<file path="src/rtl/ibc_pkg.sv">
`timescale 1ns / 1ps
// ----------------------------------------------------------------------------
// ibc_pkg
// Shared constants for the index box coalesce test block.
// ----------------------------------------------------------------------------
package ibc_pkg;

    localparam int NUM_DIMS        = 3;
    localparam int MAX_DIMS        = 3;
    localparam int COORD_WIDTH_DEF = 32;

    localparam int DIMS_W = 2;
    localparam logic [DIMS_W-1:0] DIMS_RESET = 2'd3;

    localparam int NUM_IN_FIELDS  = 4 * NUM_DIMS;
    localparam int NUM_OUT_FIELDS = 2 * NUM_DIMS;

    // field slots inside the request word, lowest first
    localparam int SLOT_A_LO = 0;
    localparam int SLOT_A_HI = NUM_DIMS;
    localparam int SLOT_B_LO = 2 * NUM_DIMS;
    localparam int SLOT_B_HI = 3 * NUM_DIMS;

    localparam int SLOT_OUT_LO = 0;
    localparam int SLOT_OUT_HI = NUM_DIMS;

    typedef struct packed {
        logic merged;
    } t_result_flags;

endpackage

</file>
<file path="src/rtl/ibc_core.sv">
`timescale 1ns / 1ps
// ----------------------------------------------------------------------------
// ibc_core
// Combinational coalesce decision and bounding union for one box pair.
// ----------------------------------------------------------------------------
module ibc_core #(
    parameter int COORD_WIDTH = ibc_pkg::COORD_WIDTH_DEF
) (
    input  logic [ibc_pkg::DIMS_W-1:0]                     i_dims,
    input  logic [ibc_pkg::NUM_DIMS-1:0][COORD_WIDTH-1:0]  i_a_lo,
    input  logic [ibc_pkg::NUM_DIMS-1:0][COORD_WIDTH-1:0]  i_a_hi,
    input  logic [ibc_pkg::NUM_DIMS-1:0][COORD_WIDTH-1:0]  i_b_lo,
    input  logic [ibc_pkg::NUM_DIMS-1:0][COORD_WIDTH-1:0]  i_b_hi,
    output ibc_pkg::t_result_flags                         o_flags,
    output logic [ibc_pkg::NUM_DIMS-1:0][COORD_WIDTH-1:0]  o_lo,
    output logic [ibc_pkg::NUM_DIMS-1:0][COORD_WIDTH-1:0]  o_hi
);
    import ibc_pkg::*;

    localparam logic [DIMS_W-1:0] MAX_D = DIMS_W'(MAX_DIMS);

    logic [DIMS_W-1:0]   dims_eff;
    logic [NUM_DIMS-1:0] used;
    logic [NUM_DIMS-1:0] a_empty_d;
    logic [NUM_DIMS-1:0] b_empty_d;
    logic [NUM_DIMS-1:0] eq_d;
    logic [NUM_DIMS-1:0] join_d;
    logic [NUM_DIMS-1:0] a_has_b_d;
    logic [NUM_DIMS-1:0] b_has_a_d;
    logic [NUM_DIMS-1:0] slide_k;
    logic                a_empty;
    logic                b_empty;
    logic                ok;

    assign dims_eff = (i_dims > MAX_D) ? MAX_D : i_dims;

    always_comb begin
        logic signed [COORD_WIDTH-1:0] alo, ahi, blo, bhi;
        logic signed [COORD_WIDTH:0]   ahi_p1, bhi_p1, alo_x, blo_x;
        for (int i = 0; i < NUM_DIMS; i++) begin
            alo    = signed'(i_a_lo[i]);
            ahi    = signed'(i_a_hi[i]);
            blo    = signed'(i_b_lo[i]);
            bhi    = signed'(i_b_hi[i]);
            ahi_p1 = (COORD_WIDTH+1)'(ahi) + (COORD_WIDTH+1)'(1);
            bhi_p1 = (COORD_WIDTH+1)'(bhi) + (COORD_WIDTH+1)'(1);
            alo_x  = (COORD_WIDTH+1)'(alo);
            blo_x  = (COORD_WIDTH+1)'(blo);
            used[i]      = DIMS_W'(i) < dims_eff;
            a_empty_d[i] = used[i] && (ahi < alo);
            b_empty_d[i] = used[i] && (bhi < blo);
            eq_d[i]      = !used[i] || ((alo == blo) && (ahi == bhi));
            join_d[i]    = ((blo_x <= ahi_p1) && (ahi <= bhi))
                        || ((blo <= alo) && (alo_x <= bhi_p1));
            a_has_b_d[i] = !used[i] || ((alo <= blo) && (ahi >= bhi));
            b_has_a_d[i] = !used[i] || ((blo <= alo) && (bhi >= ahi));
        end
    end

    always_comb begin
        logic others;
        for (int k = 0; k < NUM_DIMS; k++) begin
            others = 1'b1;
            for (int i = 0; i < NUM_DIMS; i++) begin
                if (i != k && !eq_d[i]) begin
                    others = 1'b0;
                end
            end
            slide_k[k] = used[k] && others && join_d[k];
        end
    end

    assign a_empty = |a_empty_d;
    assign b_empty = |b_empty_d;
    assign ok      = a_empty || b_empty || (|slide_k) || (&a_has_b_d) || (&b_has_a_d);

    always_comb begin
        for (int i = 0; i < NUM_DIMS; i++) begin
            o_lo[i] = i_a_lo[i];
            o_hi[i] = i_a_hi[i];
            if (ok && !b_empty && used[i]) begin
                if (a_empty) begin
                    o_lo[i] = i_b_lo[i];
                    o_hi[i] = i_b_hi[i];
                end else begin
                    o_lo[i] = (signed'(i_a_lo[i]) < signed'(i_b_lo[i])) ? i_a_lo[i] : i_b_lo[i];
                    o_hi[i] = (signed'(i_a_hi[i]) > signed'(i_b_hi[i])) ? i_a_hi[i] : i_b_hi[i];
                end
            end
        end
    end

    assign o_flags.merged = ok;

endmodule

</file>
<file path="config.mk">
export PLATFORM = sky130hd
export DESIGN_NAME = ibc_core
export DESIGN_NICKNAME = d
export VERILOG_FILES = /design/src/rtl/ibc_pkg.sv /design/src/rtl/ibc_core.sv
export SDC_FILE = /design/constraint.sdc
export NUM_CORES = 1
export LEC_CHECK = 0
export BUFFER_PORTS_ARGS = -buffer_cell sky130_fd_sc_hd__buf_2
export CORE_ASPECT_RATIO = 0.5
export CORE_MARGIN = 2
export CORE_UTILIZATION = 25
export DETAILED_ROUTE_END_ITERATION = 10
export PLACE_DENSITY = 0.49
export SYNTH_ARGS = -nofsm -noshare
export SYNTH_HDL_FRONTEND = slang
export SYNTH_SLANG_ARGS = --single-unit
</file>
<file path="constraint.sdc">
create_clock -name vclk -period 8.1
set_input_delay 0.81 -clock vclk [all_inputs]
set_output_delay 0.81 -clock vclk [all_outputs]
set_load 0.05 [all_outputs]
</file>
==> qor.yml, run 1 <==
status: "finished clean"
fin_crit_ps: 7733
min_path_cells: 4
place.gp.congestion: 0.9559
slew_headroom_pct: 35.42
syn_area_um2: 19430
grt_max_degree: 29
grt_pass1_vias: 20990
slowest_delay_ps: 460
synth.most_common_cell: "ha_1"
finalCritPeriodShare_pct: 95.46
yosysTopAreaCellShare_pct: 37.48
yosysTopAreaCell: "ha_1"
tightest_slew_ps: 944.3
drv_slew: 0
ant_nets: 0
fmax_mhz: 129.3
hold_class: "in2out"
grt-ovfl-total: 0
nFlopsAndLatches: 0
setup_viol: 0
final.setup.worst_slack_ps: 367.4
pre_cts_ws_ps: -0.001332
path_buf_inv: 5
cts_hold_buffers: 0
arrival_ps: 6920
rsz0062_at_grt: "false"
placedInstanceArea_um2: 23830
first_iter_violations: 1355
drc: 0
synth_cell_types: 71
power.density_nw_per_um2: 77.63
grt_antenna_before_repair: 19
synth_warnings: 0
fin_nets: 4113
seq_area_frac_synth_pct: 0
p_leak_nw: 12.75
path_depth: 26
grt.total_usage_pct: 21.88
initial_core_util_pct: 25.19
endpoint_kind: "primary output"
dp.cells: 4173
fp.dieW_um: 398.2
drt-vias-per-instance: 5.125
cp-startpoint: "i_b_hi[2]"
cp_slowest_cell: "nor4_2"
cp-start-kind: "primary input"
synthToLayoutAreaGrowth_pct: 23.38
wl_um: 92300
path_max_fanout: 9
yosys-top-cells-count: "ha_1, inv_1, a21oi_1"
ir_drop_mv: 0.04999
dieArea_um2: 80090
fp.dieH_um: 201.1
finalInstanceArea_um2: 23970
grt_pass1_wl_um: 133900
fin_cells: 4197
syn_area_per_cell_um2: 7.619
hold_viol_final: 0
portBuffers: 579
drive_gt1_share_pct: 23.45
cpLargestDelayFamily: "simple AND/OR/NAND/NOR gates"
critical_path_class: "in2out"
io_pins: 579
drt-wirelength-per-cell_um: 21.99
rows: 72
core_area_um2: 77110
power.total_mw: 1.861
synth_nets: 3518
netlist_instances: 2550
vias: 21510
synthTopCellsByArea: "ha_1, inv_1, xnor2_1, mux2i_1, mux2_2"
firstDrtPassIters: 6
dp_hpwl_um: 83200
worst_hold_slack_ps: 2087
ff_latch_area_um2: 0
holdCritStartpoint: "i_b_lo[36]"
maxCapViolCount: 0
crit_required_ps: 7290
clkbuf_count: 0
[worst paths after layout]
kind / to / slack, ps
worst min-delay path: o_lo[36] / 2090
worst max-delay path: o_lo[26] / 370
[kinds of logic (layout without fill, tap and decap cells)]
kind of cell / after synthesis / count (layout) / share of synthesized area [%]
and+or+nand+nor: 745 / 745 / 19.89
adders and majority gates: 582 / 582 / 37.48
AOI/OAI and AO/OA: 501 / 501 / 16.56
buffers and inverters: 343 / 936 / 7.123
muxes: 197 / 197 / 10.74
xor gates and xnor gates: 182 / 182 / 8.205
other: 0 / 18 / 0
[metrics by stage]
step | TNS (ps) | utilization [%]
CTS | 0 | 30.90
floorplan | 0 | -
global route | 0 | 31.08
global placement | 0 | 30.90
finish | 0 | 31.08
detailed placement | -0.001332 | 30.90
[where the power goes]
| group | leakage (nW) | total, mW | internal, mW | switching (mW) |
|---|---|---|---|---|
| logic | 12.7 | 1.86 | 0.628 | 1.23 |
| registers | 0 | 0 | 0 | 0 |
| clock network | 0.000114 | 0.000000298 | 0.000000298 | 0 |
| total | 12.7 | 1.86 | 0.628 | 1.23 |
[layout by cell type, fill, tap and decap left out, types with 7 or more instances in the layout]
master     count
diode_2       18
nand2_1      178
nand3_1      114
mux2i_1      106
nor4_1        22
o21a_1         7
and3_1        38
ha_1         582
inv_1        320
and2_1         7
a221o_1       11
o21ai_0       99
buf_12        11
nor2b_1       27
a21oi_1      190
nand4_1      123
buf_4         27
a211oi_1      25
a211o_1        7
nor2_1       104
o211ai_1      21
buf_2        577
a21o_1        57
a2111oi_0     14
nand2b_1      15
or3_1          7
a221oi_1       7
or2_2          9
nor3_1        53
xnor2_1      122
mux2_2        90
xor2_1        60
and4_1        25
[layout make-up]
class | instances | area (um^2)
Inverter | 320 | 1201
Antenna cell | 18 | 45.04
Fill cell | 8487 | 53140
Tap cell | 1036 | 1296
Timing Repair Buffer | 616 | 3318
Multi-Input combinational cell | 2207 | 18110
[layer usage]
layer / wire [um] / global-route usage [%] / part of all wire [%] / vias to the layer above
li1: - / - / - / 10650
met1: 40060 / 27.76 / 43 / 10240
met2: 46860 / 40.39 / 51 / 522
met3: 2841 / 0.6965 / 3.1 / 102
met4: 2538 / 5.687 / 2.7 / 0
met5: 0 / 0 / 0 / -
[timing repair]
action	4_1_cts	5_1_grt
setup endpoints to repair	2	191
cloned	0	0
setup buffers	0	6
pin swaps	0	2
resized for setup	1	9
Power figures use the tool's default switching activity.
==> run 2, diff against run 1 <==
--- a/config.mk
+++ b/config.mk
@@ -5,12 +5,13 @@
 export SDC_FILE = /design/constraint.sdc
 export NUM_CORES = 1
 export LEC_CHECK = 0
+export ABC_AREA = 1
 export BUFFER_PORTS_ARGS = -buffer_cell sky130_fd_sc_hd__buf_2
 export CORE_ASPECT_RATIO = 0.5
 export CORE_MARGIN = 2
 export CORE_UTILIZATION = 25
 export DETAILED_ROUTE_END_ITERATION = 10
-export PLACE_DENSITY = 0.49
+export PLACE_DENSITY = 0.47
 export SYNTH_ARGS = -nofsm -noshare
 export SYNTH_HDL_FRONTEND = slang
 export SYNTH_SLANG_ARGS = --single-unit
==> run 2 against run 1 <==
Sequential cell count unchanged. Sequential share of layout area unchanged. Setup slack better by 210 ps. Maximum frequency up 2.8%. Count of clock-buffer cells in the layout unchanged. Cell area up 23%. Die area up 31%. Power up 46%. First-iteration DRC count up 76%. Non-clock buffer count down 12. Via count up 48%. Highest routed layer is now met5.
==> qor.yml, run 2 <==
status: "finished clean"  # unchanged
drv_slew: 0  # unchanged
hold_class: "in2out"  # unchanged
maxCapViolCount: 0  # unchanged
grt-ovfl-total: 0  # unchanged
dieArea_um2: 104900  # was 80090 um^2
cp-start-kind: "primary input"  # unchanged
drc: 0  # unchanged
core_area_um2: 100600  # was 77110 um^2
arrival_ps: 6710  # was 6920 ps
grt_antenna_before_repair: 29  # was 19
top_layer_used: "met5"  # was met4
wl_met3_um: 4573  # was 2841 um
fmax_mhz: 133.0  # was 129.3 MHz
cp_slowest_cell: "buf_4"  # was nor4_2
crit_top_cell: "nand2_1"
seq_area_frac_synth_pct: 0  # unchanged
cts_setup_buffers: 0  # unchanged
min_to: "o_lo[0]"  # was o_lo[36]
slowest_delay_ps: 460  # about the same
yosys-top-cells-count: "nand2_1, ha_1, inv_1"  # was ha_1, inv_1, a21oi_1
final_cell_mix: "nand2_1, ha_1, buf_2, inv_1, o21ai_0"  # was ha_1, buf_2, inv_1, a21oi_1, nand2_1
grt_pass1_vias: 29220  # was 20990
synthTopCellsByArea: "ha_1, nand2_1, o21ai_0, inv_1, nand4_1"  # was ha_1, inv_1, xnor2_1, mux2i_1, mux2_2
tightest_slew_ps: 1272  # was 944.3 ps
finalCritPeriodShare_pct: 92.84  # was 95.46%
dp_hpwl_um: 107300  # was 83200 um
fin_crit_ps: 7520  # was 7733 ps
fin_nets: 5913  # was 4113
nFlopsAndLatches: 0  # unchanged
cts_hold_buffers: 0  # unchanged
synth.most_common_cell: "nand2_1"  # was ha_1
hold_viol_final: 0  # unchanged
crit_required_ps: 7290  # about the same
setup_viol: 0  # unchanged
synth_cell_types: 43  # was 71
syn_area_per_cell_um2: 5.667  # was 7.619 um^2
endpoint_kind: "primary output"  # unchanged
fin_setup_tns_ps: 0  # unchanged
final_common_cell: "nand2_1"  # was ha_1
ff_latch_area_um2: 0  # unchanged
slew_headroom_pct: 15.12  # was 35.42%
critical_path_class: "in2out"  # unchanged
drt-vias-per-instance: 5.036  # was 5.125
grt_pass1_wl_um: 184500  # was 133900 um
vias: 31760  # was 21510
ant_nets: 0  # unchanged
first_iter_violations: 2384  # was 1355
synth_nets: 5474  # was 3518
place.gp.congestion: 0.9684  # was 0.9559
grt.total_usage_pct: 22.68  # was 21.88%
firstDrtPassIters: 6  # unchanged
path_max_fanout: 45  # was 9
wl_met2_um: 59940  # was 46860 um
yosysTopAreaCellShare_pct: 28.52  # was 37.48%
yosysTopAreaCell: "ha_1"  # unchanged
wl_met1_um: 57840  # was 40060 um
netlist_instances: 4506  # was 2550
drive_gt1_share_pct: 13.19  # was 23.45%
rows: 82  # was 72
holdCritStartpoint: "i_a_lo[0]"  # was i_b_lo[36]
post_cts_resized: 0  # was 1
p_leak_nw: 16.31  # was 12.75 nW
min_path_cells: 4  # unchanged
worst_hold_slack_ps: 2047  # was 2087 ps
synth_warnings: 0  # unchanged
synthToLayoutAreaGrowth_pct: 15.86  # was 23.38%
fp.dieW_um: 456.0  # was 398.2 um
initial_core_util_pct: 25.37  # was 25.19%
io_pins: 579  # unchanged
power.density_nw_per_um2: 91.97  # was 77.63 nW/um^2
wl_um: 125900  # was 92300 um
ir_drop_mv: 0.08156  # was 0.04999 mV
fp.dieH_um: 230.0  # was 201.1 um
rsz0062_at_grt: "false"  # unchanged
grt_max_degree: 238  # was 29
syn_area_um2: 25540  # was 19430 um^2
clkbuf_count: 0  # unchanged
portBuffers: 579  # unchanged
drt-wirelength-per-cell_um: 19.97  # was 21.99 um
run 2: worst max-delay path, delay by kind of cell:
| family | cells | cell delay [ps] |
|---|---|---|
| simple gates | 28 | 4500 |
| fa+ha+maj | 2 | 440 |
| buf+inv | 3 | 880 |
run 2: worst max path at each step:
stage               start  endpoint
2_1_floorplan  i_b_hi[32]  o_hi[86]
3_3_place_gp   i_b_hi[64]  o_hi[62]
3_5_place_dp   i_b_hi[65]  o_hi[62]
4_1_cts        i_b_hi[65]  o_hi[62]
5_1_grt        i_b_hi[65]  o_hi[57]
6_report       i_b_hi[32]  o_hi[34]
run 2: layer usage:
metal  vias up  global-route usage [%]
met5         -                       0
met4         4                   6.240
met3       139                  0.5490
met2       880                   39.70
met1     14650                   30.51
li1      16080                       -
run 2: layout make-up:
class                           instances  area [um^2]
Multi-Input combinational cell       3791        22650
Antenna cell                           19        47.55
Tap cell                             1344         1682
Fill cell                           11610        71060
Timing Repair Buffer                  604         3151
Inverter                              548         2057
run 2: power by group:
group | switching (mW) | internal, mW | leakage [nW] | total (mW)
registers | 0 | 0 | 0 | 0
logic | 1.99 | 0.734 | 16.3 | 2.72
clock network | 0 | 0.000000315 | 0.000120 | 0.000000315
total | 1.99 | 0.734 | 16.3 | 2.72
run 2: logic make-up (layout without fill, tap and decap cells):
group           Yosys count  in the layout  synth area share (%)
xor+xnor                157            157                 5.385
buf+inv                 715           1152                 11.43
other cells               0             19                     0
simple gates           2263           2263                 38.67
fa+ha+maj               582            582                 28.52
compound gates          789            789                 16.00
run 2: per-stage QoR:
| step | cell area, um^2 | power [mW] | setup WS, ps | utilization, % | cells |
|---|---|---|---|---|---|
| after floorplan | 25540 | 1.854 | 2518 | - | 4506 |
| after global placement | 29540 | 2.679 | 611.3 | 29.35 | 6287 |
| after detailed placement | 29540 | 2.700 | 636.6 | 29.35 | 6287 |
| after CTS | 29540 | 2.714 | 622.2 | 29.35 | 6287 |
| after global routing | 29590 | 2.994 | 2.157 | 29.40 | 6306 |
| final | 29590 | 2.721 | 579.6 | 29.40 | 6306 |
